## config.mk

```make
export PLATFORM = sky130hd
export DESIGN_NAME = mqtt_packet_deframer_unit_flat
export DESIGN_NICKNAME = d
export VERILOG_FILES = /design/src/sv/mqd_pkg.sv /design/src/sv/mqd_if.sv /design/src/sv/mqd_decoder.sv /design/src/sv/mqd_out_buffer.sv /design/src/sv/mqtt_packet_deframer_unit.sv /design/src/flat_wrapper.sv
export SDC_FILE = /design/constraint.sdc
export NUM_CORES = 1
export LEC_CHECK = 0
export BUFFER_PORTS_ARGS = -buffer_cell sky130_fd_sc_hd__buf_2
export CAP_MARGIN = 20
export CELL_PAD_IN_SITES_DETAIL_PLACEMENT = 1
export CELL_PAD_IN_SITES_GLOBAL_PLACEMENT = 2
export CORE_ASPECT_RATIO = 2
export CORE_MARGIN = 1
export CORE_UTILIZATION = 30
export DETAILED_ROUTE_END_ITERATION = 10
export PLACE_DENSITY_LB_ADDON = 0.1
export SLEW_MARGIN = 5
export SYNTH_ARGS = -nofsm -noshare
export SYNTH_HDL_FRONTEND = slang
export SYNTH_SLANG_ARGS = --single-unit
```

## constraint.sdc

```tcl
create_clock -name clk -period 6.5 [get_ports clk]
set_input_delay 0.975 -clock clk [delete_from_list [all_inputs] [get_ports clk]]
set_output_delay 0.975 -clock clk [all_outputs]
set_load 0.01 [all_outputs]
```

## src/sv/mqd_pkg.sv

```systemverilog
// Shared types and constants for the MQTT packet deframer.
package mqd_pkg;

  localparam int unsigned LEN_W = 28;
  localparam int unsigned ID_W  = 16;
  localparam int unsigned CNT_W = 3;

  localparam logic [CNT_W-1:0] LIMIT_MIN = 3'd1;
  localparam logic [CNT_W-1:0] LIMIT_MAX = 3'd4;
  localparam logic [CNT_W-1:0] LIMIT_RESET = 3'd3;

  localparam logic [3:0] PTYPE_PUBLISH = 4'd3;
  localparam logic [3:0] PTYPE_ID_FIRST = 4'd4;
  localparam logic [3:0] PTYPE_ID_LAST = 4'd11;

  typedef enum logic [1:0] {
    KIND_HEADER  = 2'd0,
    KIND_LENGTH  = 2'd1,
    KIND_PAYLOAD = 2'd2,
    KIND_ERROR   = 2'd3
  } kind_t;

  typedef struct packed {
    kind_t            kind;
    logic [7:0]       data_byte;
    logic [3:0]       packet_type;
    logic [1:0]       qos_level;
    logic             dup_flag;
    logic [LEN_W-1:0] body_length;
    logic             last;
    logic [ID_W-1:0]  message_id;
  } result_t;

endpackage

```

## src/sv/mqd_if.sv

```systemverilog
// Valid/ready channel interfaces for the byte input and the result output.
interface mqd_in_if;
  logic       valid;
  logic       ready;
  logic [7:0] rx_byte;

  modport source (output valid, output rx_byte, input ready);
  modport sink (input valid, input rx_byte, output ready);
endinterface

interface mqd_out_if;
  logic        valid;
  logic        ready;
  logic [1:0]  kind;
  logic [7:0]  data_byte;
  logic [3:0]  packet_type;
  logic [1:0]  qos_level;
  logic        dup_flag;
  logic [27:0] body_length;
  logic        last;
  logic [15:0] message_id;

  modport source (output valid, output kind, output data_byte, output packet_type,
                  output qos_level, output dup_flag, output body_length, output last,
                  output message_id, input ready);
  modport sink (input valid, input kind, input data_byte, input packet_type,
                input qos_level, input dup_flag, input body_length, input last,
                input message_id, output ready);
endinterface

```

## src/sv/mqd_decoder.sv

```systemverilog
// Per-byte header, remaining-length and identifier decoding with packet state.
module mqd_decoder (
  input  logic             clk,
  input  logic             rst,
  input  logic             cfg_we,
  input  logic [2:0]       cfg_data,
  input  logic             step,
  input  logic [7:0]       rx_byte,
  output mqd_pkg::result_t res
);
  import mqd_pkg::*;

  typedef enum logic [2:0] {
    PH_HEADER  = 3'b001,
    PH_LENGTH  = 3'b010,
    PH_PAYLOAD = 3'b100
  } phase_t;

  phase_t           phase, phase_next;
  logic [7:0]       header_byte, header_byte_next;
  logic [LEN_W-1:0] length_acc, length_acc_next;
  logic [CNT_W-1:0] length_cnt, length_cnt_next;
  logic [LEN_W-1:0] payload_cnt, payload_cnt_next;
  logic [ID_W-1:0]  topic_length, topic_length_next;
  logic [ID_W-1:0]  id_reg, id_reg_next;
  logic [CNT_W-1:0] max_length_bytes;
  logic [CNT_W-1:0] limit;
  logic [LEN_W-1:0] addend;
  logic [LEN_W-1:0] topic_end;
  logic [3:0]       ptype;

  // Out-of-range limits clamp into 1..4.
  always_comb begin
    if (max_length_bytes < LIMIT_MIN) begin
      limit = LIMIT_MIN;
    end else if (max_length_bytes > LIMIT_MAX) begin
      limit = LIMIT_MAX;
    end else begin
      limit = max_length_bytes;
    end
  end

  always_comb begin
    case (length_cnt[1:0])
      2'd0:    addend = {21'b0, rx_byte[6:0]};
      2'd1:    addend = {14'b0, rx_byte[6:0], 7'b0};
      2'd2:    addend = {7'b0, rx_byte[6:0], 14'b0};
      default: addend = {rx_byte[6:0], 21'b0};
    endcase
  end

  assign ptype     = header_byte[7:4];
  assign topic_end = {{(LEN_W-ID_W){1'b0}}, topic_length} + LEN_W'(2);

  always_comb begin
    phase_next        = phase;
    header_byte_next  = header_byte;
    length_acc_next   = length_acc;
    length_cnt_next   = length_cnt;
    payload_cnt_next  = payload_cnt;
    topic_length_next = topic_length;
    id_reg_next       = id_reg;
    res.kind          = KIND_HEADER;
    res.body_length   = '0;
    res.last          = 1'b0;
    res.message_id    = '0;

    case (phase)
      PH_LENGTH: begin
        length_cnt_next = length_cnt + 3'd1;
        length_acc_next = length_acc + addend;
        res.body_length = length_acc_next;
        res.kind        = KIND_LENGTH;
        if (rx_byte[7]) begin
          if (length_cnt_next >= limit) begin
            res.kind   = KIND_ERROR;
            phase_next = PH_HEADER;
          end
        end else if (length_acc_next == '0) begin
          // Empty body: the final length byte closes the packet.
          res.last   = 1'b1;
          phase_next = PH_HEADER;
        end else begin
          payload_cnt_next = '0;
          phase_next       = PH_PAYLOAD;
        end
      end
      PH_PAYLOAD: begin
        res.kind = KIND_PAYLOAD;
        if (ptype >= PTYPE_ID_FIRST && ptype <= PTYPE_ID_LAST) begin
          if (payload_cnt == LEN_W'(0)) begin
            id_reg_next = {rx_byte, id_reg[7:0]};
          end else if (payload_cnt == LEN_W'(1)) begin
            id_reg_next = {id_reg[15:8], rx_byte};
          end
        end else if (ptype == PTYPE_PUBLISH) begin
          if (payload_cnt == LEN_W'(0)) begin
            topic_length_next = {rx_byte, topic_length[7:0]};
          end else if (payload_cnt == LEN_W'(1)) begin
            topic_length_next = {topic_length[15:8], rx_byte};
          end else if (header_byte[2:1] != 2'd0) begin
            if (payload_cnt == topic_end) begin
              id_reg_next = {rx_byte, id_reg[7:0]};
            end else if (payload_cnt == topic_end + LEN_W'(1)) begin
              id_reg_next = {id_reg[15:8], rx_byte};
            end
          end
        end
        payload_cnt_next = payload_cnt + LEN_W'(1);
        res.body_length  = length_acc;
        if (payload_cnt_next == length_acc) begin
          res.last       = 1'b1;
          res.message_id = id_reg_next;
          phase_next     = PH_HEADER;
        end
      end
      default: begin
        header_byte_next  = rx_byte;
        length_acc_next   = '0;
        length_cnt_next   = '0;
        payload_cnt_next  = '0;
        topic_length_next = '0;
        id_reg_next       = '0;
        phase_next        = PH_LENGTH;
      end
    endcase

    res.data_byte   = rx_byte;
    res.packet_type = header_byte_next[7:4];
    res.qos_level   = header_byte_next[2:1];
    res.dup_flag    = header_byte_next[3];
  end

  always_ff @(posedge clk) begin
    if (rst) begin
      phase            <= PH_HEADER;
      header_byte      <= '0;
      length_acc       <= '0;
      length_cnt       <= '0;
      payload_cnt      <= '0;
      topic_length     <= '0;
      id_reg           <= '0;
      max_length_bytes <= LIMIT_RESET;
    end else begin
      if (cfg_we) begin
        max_length_bytes <= cfg_data;
      end
      if (step) begin
        phase        <= phase_next;
        header_byte  <= header_byte_next;
        length_acc   <= length_acc_next;
        length_cnt   <= length_cnt_next;
        payload_cnt  <= payload_cnt_next;
        topic_length <= topic_length_next;
        id_reg       <= id_reg_next;
      end
    end
  end

  a_error_restarts: assert property (@(posedge clk) disable iff (rst)
    step && res.kind == KIND_ERROR |=> phase == PH_HEADER)
    else $error("length error did not return to header phase");

  a_last_restarts: assert property (@(posedge clk) disable iff (rst)
    step && res.last |=> phase == PH_HEADER)
    else $error("packet end did not return to header phase");

  a_id_only_on_last: assert property (@(posedge clk) disable iff (rst)
    step && !res.last |-> res.message_id == '0)
    else $error("message identifier given on a byte that is not last");

  a_count_bounded: assert property (@(posedge clk) disable iff (rst)
    length_cnt <= LIMIT_MAX)
    else $error("length byte count ran past the limit");

endmodule

```

## src/sv/mqd_out_buffer.sv

```systemverilog
// Two-entry output skid buffer for result beats.
module mqd_out_buffer (
  input  logic             clk,
  input  logic             rst,
  input  logic             in_valid,
  output logic             in_ready,
  input  mqd_pkg::result_t in_data,
  output logic             out_valid,
  input  logic             out_ready,
  output mqd_pkg::result_t out_data
);
  import mqd_pkg::*;

  result_t main_data, skid_data;
  logic    main_valid, skid_valid;
  logic    push, pop;

  assign in_ready  = !skid_valid;
  assign out_valid = main_valid;
  assign out_data  = main_data;
  assign push      = in_valid && in_ready;
  assign pop       = main_valid && out_ready;

  always_ff @(posedge clk) begin
    if (rst) begin
      main_valid <= 1'b0;
      skid_valid <= 1'b0;
    end else if (!main_valid) begin
      main_valid <= push;
    end else if (pop) begin
      if (skid_valid) begin
        skid_valid <= 1'b0;
      end else begin
        main_valid <= push;
      end
    end else if (push) begin
      skid_valid <= 1'b1;
    end
  end

  always_ff @(posedge clk) begin
    if (!main_valid || (pop && !skid_valid)) begin
      main_data <= in_data;
    end else if (pop) begin
      main_data <= skid_data;
    end
    if (main_valid && !pop && push) begin
      skid_data <= in_data;
    end
  end

endmodule

```

## src/sv/mqtt_packet_deframer_unit.sv

```systemverilog
// Top level of the MQTT packet deframer: byte input, result output, limit register.
//
//   Channel  Dir  Beat contents
//   -------  ---  ----------------------------------------------------------------
//   rx       in   rx_byte: one received byte of the packet stream
//   tx       out  kind, data_byte, packet_type, qos_level, dup_flag, body_length,
//                 last, message_id: one result for each received byte
//   cfg      in   cfg_we / cfg_data: max_length_bytes, written at a clock edge with cfg_we high
//
// Every accepted byte produces exactly one result beat, which the output skid buffer registers.
// A byte can be accepted every cycle while the skid buffer has room; the decode is combinational.
// Reset is synchronous and active high; it returns to waiting for a header byte
// with a length-byte limit of 3.
// A two-entry skid buffer on the output keeps rx.ready registered, so a stalled
// tx channel holds back rx only once two results are waiting.
module mqtt_packet_deframer_unit (
  input  logic       clk,
  input  logic       rst,
  input  logic       cfg_we,
  input  logic [2:0] cfg_data,
  mqd_in_if.sink     rx,
  mqd_out_if.source  tx
);
  import mqd_pkg::*;

  result_t step_result;
  result_t buf_result;
  logic    step;

  // A byte is consumed when the skid buffer has room; the decoder state
  // advances on that same edge and its result is captured by the buffer.
  assign step = rx.valid && rx.ready;

  mqd_decoder u_decoder (
    .clk      (clk),
    .rst      (rst),
    .cfg_we   (cfg_we),
    .cfg_data (cfg_data),
    .step     (step),
    .rx_byte  (rx.rx_byte),
    .res      (step_result)
  );

  mqd_out_buffer u_out_buffer (
    .clk       (clk),
    .rst       (rst),
    .in_valid  (rx.valid),
    .in_ready  (rx.ready),
    .in_data   (step_result),
    .out_valid (tx.valid),
    .out_ready (tx.ready),
    .out_data  (buf_result)
  );

  // Unpack the buffered result onto the output channel's fields.
  assign tx.kind        = buf_result.kind;
  assign tx.data_byte   = buf_result.data_byte;
  assign tx.packet_type = buf_result.packet_type;
  assign tx.qos_level   = buf_result.qos_level;
  assign tx.dup_flag    = buf_result.dup_flag;
  assign tx.body_length = buf_result.body_length;
  assign tx.last        = buf_result.last;
  assign tx.message_id  = buf_result.message_id;

endmodule
```

## src/flat_wrapper.sv

```systemverilog
// flat-port wrapper written by rule: the top's interface ports become plain ports
module mqtt_packet_deframer_unit_flat import mqd_pkg::*;
  (clk, rst, cfg_we, cfg_data, rx_valid, rx_rx_byte, rx_ready, tx_valid, tx_kind, tx_data_byte, tx_packet_type, tx_qos_level, tx_dup_flag, tx_body_length, tx_last, tx_message_id, tx_ready);
  mqd_in_if rx_i ();
  mqd_out_if tx_i ();
  input  logic clk;
  input  logic rst;
  input  logic cfg_we;
  input  logic [2:0] cfg_data;
  input wire logic [$bits(rx_i.valid)-1:0] rx_valid;
  input wire logic [$bits(rx_i.rx_byte)-1:0] rx_rx_byte;
  output wire logic [$bits(rx_i.ready)-1:0] rx_ready;
  output wire logic [$bits(tx_i.valid)-1:0] tx_valid;
  output wire logic [$bits(tx_i.kind)-1:0] tx_kind;
  output wire logic [$bits(tx_i.data_byte)-1:0] tx_data_byte;
  output wire logic [$bits(tx_i.packet_type)-1:0] tx_packet_type;
  output wire logic [$bits(tx_i.qos_level)-1:0] tx_qos_level;
  output wire logic [$bits(tx_i.dup_flag)-1:0] tx_dup_flag;
  output wire logic [$bits(tx_i.body_length)-1:0] tx_body_length;
  output wire logic [$bits(tx_i.last)-1:0] tx_last;
  output wire logic [$bits(tx_i.message_id)-1:0] tx_message_id;
  input wire logic [$bits(tx_i.ready)-1:0] tx_ready;
  assign rx_i.valid = rx_valid;
  assign rx_i.rx_byte = rx_rx_byte;
  assign rx_ready = rx_i.ready;
  assign tx_valid = tx_i.valid;
  assign tx_kind = tx_i.kind;
  assign tx_data_byte = tx_i.data_byte;
  assign tx_packet_type = tx_i.packet_type;
  assign tx_qos_level = tx_i.qos_level;
  assign tx_dup_flag = tx_i.dup_flag;
  assign tx_body_length = tx_i.body_length;
  assign tx_last = tx_i.last;
  assign tx_message_id = tx_i.message_id;
  assign tx_i.ready = tx_ready;
  mqtt_packet_deframer_unit u_core (.clk(clk), .rst(rst), .cfg_we(cfg_we), .cfg_data(cfg_data), .rx(rx_i), .tx(tx_i));
endmodule
```

==> flow_summary.ini <==
[outcome]
outcome = complete, no violations

[power_and_ir_drop]
p_leak_nw = 6.17
power.total_mw = 3.32
peakVddDrop_mv = 0.149
power_density_nw_per_um2 = 212

[yosys]
synth_simple_gate_area_share_pct = 22.2
synth_compound_gate_area_share_pct = 18.1
synth_top_family_by_area = simple AND/OR/NAND/NOR gates
ys.flop_type = edfxtp_1
avgSynthCellArea_um2 = 8.73
yosysSeqAreaShare_pct = 42.0
synth_top_area_share_pct = 26.7
synth_largest_area_cell = edfxtp_1
synth-adder-area-share_pct = 3.92
syn-num-nets = 1654
synth.distinct_cells = 78
synth_edf_count = 124
muxShareOfSynthArea_pct = 3.17
ys_top_cells_by_area = edfxtp_1 27%, dfxtp_1 15%, nand2_1 5.5%, nor2_1 5.0%, a21oi_1 4.1%
synth_common_cells = 205 x nand2_1, 187 x nor2_1, 124 x edfxtp_1
synthArstFlopShare_pct = 0
netlist_area_um2 = 13900
synth_warnings = 0
ys_ff_latch = 230
synth_xor_xnor_area_share_pct = 6.39
synthCells = 1595
yosysMostFrequentCell = nand2_1

[cells_and_area]
fin_area_um2 = 15700
stdcell_count = 2213
area_delta_synth_final_pct = 12.5
multi_input_area_um2 = 7530
layout-drive-gt1-share_pct = 11.3
regArea_um2 = 5850
fillerInstances = 5345
final_nets = 1688

[critical_path]
cp-end-kind = register
critPathLaunch = u_core.u_decoder.length_cnt[0]
reg2reg_slack_ps = 920
worst-path-max-fanout = 19
reg2reg_from = u_core.u_decoder.length_cnt[0]
r2r_end = u_core.u_decoder.payload_cnt[18]
slowest_stage = o21ai_2
path_class = register to register
max_stage_delay_ps = 850
cp.required_ps = 6880
rr_worst_depth = 17
startpoint_type = register
endpoint = u_core.u_decoder.payload_cnt[18]
crit_chain = ha_1 -> nor2b_1 -> and2_1 -> ha_1 -> inv_1 -> fa_1 -> nor2b_1 -> o2111ai_1 -> nand4_1 -> a211oi_1 -> a311oi_1 -> nor4b_1 -> nand4_1 -> nor3_2 -> buf_4 -> o21ai_2 -> a311oi_1
cp.arrival_ps = 5960

[floorplanning]
die_w_um = 154
row_count = 111
dieArea_um2 = 47300
core-area_um2 = 45800
ios = 80
start_util_pct = 30.4
dieHeight_um = 307

[global_routing]
grt_start_max_net_pins = 64
overflow = 0
grt_antenna_before_repair = 0
track_usage_pct = 24.4
grt_pass1_wl_mm = 84.9
grt_pass1_vias = 12900

[place]
place.gp.congestion = 0.935
io_buffers = 79
hpwl_mm = 43.4
placed_cells = 2168
dp_slack_ps = 679
placed_cell_area_um2 = 14900

[clocking]
cts_buffers = 24
cts-root-buf = clkbuf_16
cts_tree = yes
ctsResizeCount = 0
clk_pin_slew_ps = 60
clk_path_buf_depth = 3
holdBufCountCts = 0
insertion_delay_ps = 560
clock-sinks = 230
post_cts.repair.setup_buffers = 0
cts_max_level = 1

[sta]
period_share_pct = 85.9
tightest_slew_ps = 1180
finalSetupViolCount = 0
hold_viol_final = 0
timing.fmax_mhz = 179
maxSlewHeadroom_pct = 20.9
setup_ws_ps = 917
slew_viol_final = 0
tns_ps = 0
skew_ps = 17.9
rsz0062_at_grt = no
min_period_ps = 5580

[min_path]
hp-class = register to register

[routing]
drt-wirelength-per-cell_um = 26.0
route.detailed.drc = 0
wl_mm = 57.5
routed_via_density = 5.54
drt_iter0_markers = 442
first_pass_iters = 4
routed-via-count = 12300
ant_nets = 0

[job]
cap_violations = 0
[layout by cell type, fill, tap and decap left out, types with 10 or more instances in the layout]
cell type,netlist,layout
nand2_1,205,204
nor2_1,187,184
edfxtp_1,124,124
a21oi_1,114,114
dfxtp_1,106,106
buf_2,11,78
o21ai_0,57,57
xnor2_1,56,56
nand3_1,53,53
inv_1,45,45
xor2_1,43,43
ha_1,42,42
nor3_1,37,37
mux2i_1,34,34
and2_1,34,33
a21o_1,30,30
buf_4,6,29
a31oi_1,27,27
clkbuf_16,0,24
nand4_1,23,23
o21a_1,17,17
a22oi_1,16,16
a211oi_1,15,15
a311oi_1,14,14
o31ai_1,13,13
nor4_1,13,13
nor2b_1,12,12
or3_1,11,11
and3_1,10,10
[cell type report]
type | count | share of cell area (%)
timing repair buffer | 107 | 3.88
clock inverter | 13 | 0.855
sequential | 230 | 37.3
antenna | 1 | 0.0160
inverter | 47 | 1.13
tap | 565 | 4.51
clock buffer | 31 | 4.19
multi-input combinational | 1219 | 48.1
[how the worst min path moves through the flow]
stage,startpoint,slack (ps),endpoint,cells after the start
5_1_grt,u_core.u_decoder.length_cnt[2],510,u_core.u_decoder.length_cnt[2],2
3_5_place_dp,u_core.u_decoder.length_cnt[2],470,u_core.u_decoder.length_cnt[2],2
4_1_cts,u_core.u_decoder.length_cnt[2],480,u_core.u_decoder.length_cnt[2],2
3_3_place_gp,u_core.u_decoder.length_cnt[2],460,u_core.u_decoder.length_cnt[2],2
6_report,u_core.u_decoder.length_cnt[2],480,u_core.u_decoder.length_cnt[2],2
2_1_floorplan,u_core.u_decoder.length_cnt[2],440,u_core.u_decoder.length_cnt[2],2
[per-layer routing]
metal  track usage [%]  up-vias  wire length (um)
li1                  -     5812                 -
met3              2.02      105              1300
met4              14.8        0              3820
met1              22.7     6129             19700
met5                 0        -                 0
met2              50.1      208             32700
[worst max-delay path: cells and delay by family (launching register included)]
kind	cells	cell delay (ps)
AOI/OAI and AO/OA	5	2160
and+or+nand+nor	7	1700
adders and majority gates	3	930
DFF	1	390
buffers and inverters	2	220
[kinds of logic (layout without fill, tap and decap cells)]
| family | count (synthesis) | in the layout |
|---|---|---|
| xor gates and xnor gates | 100 | 100 |
| and+or+nand+nor | 650 | 650 |
| other | 0 | 1 |
| AOI/OAI and AO/OA | 383 | 383 |
| muxes | 43 | 43 |
| buffers and inverters | 146 | 198 |
| adders and majority gates | 43 | 43 |
| DFF | 230 | 230 |
[through the flow]
step / hold slack [ps] / util [%]
6_report: 475 / 34.2
5_1_grt: 514 / 34.2
4_1_cts: 479 / 34.2
3_5_place_dp: 469 / 32.4
3_3_place_gp: 456 / 32.4
2_1_floorplan: 444 / -
[report_power, final]
group	internal, mW	switching (mW)	leakage [nW]
logic	0.0813	0.202	3.66
clock network	0.798	0.630	0.387
registers	1.59	0.0196	2.11
total	2.47	0.852	6.17
(Power assumes the default switching activity.)
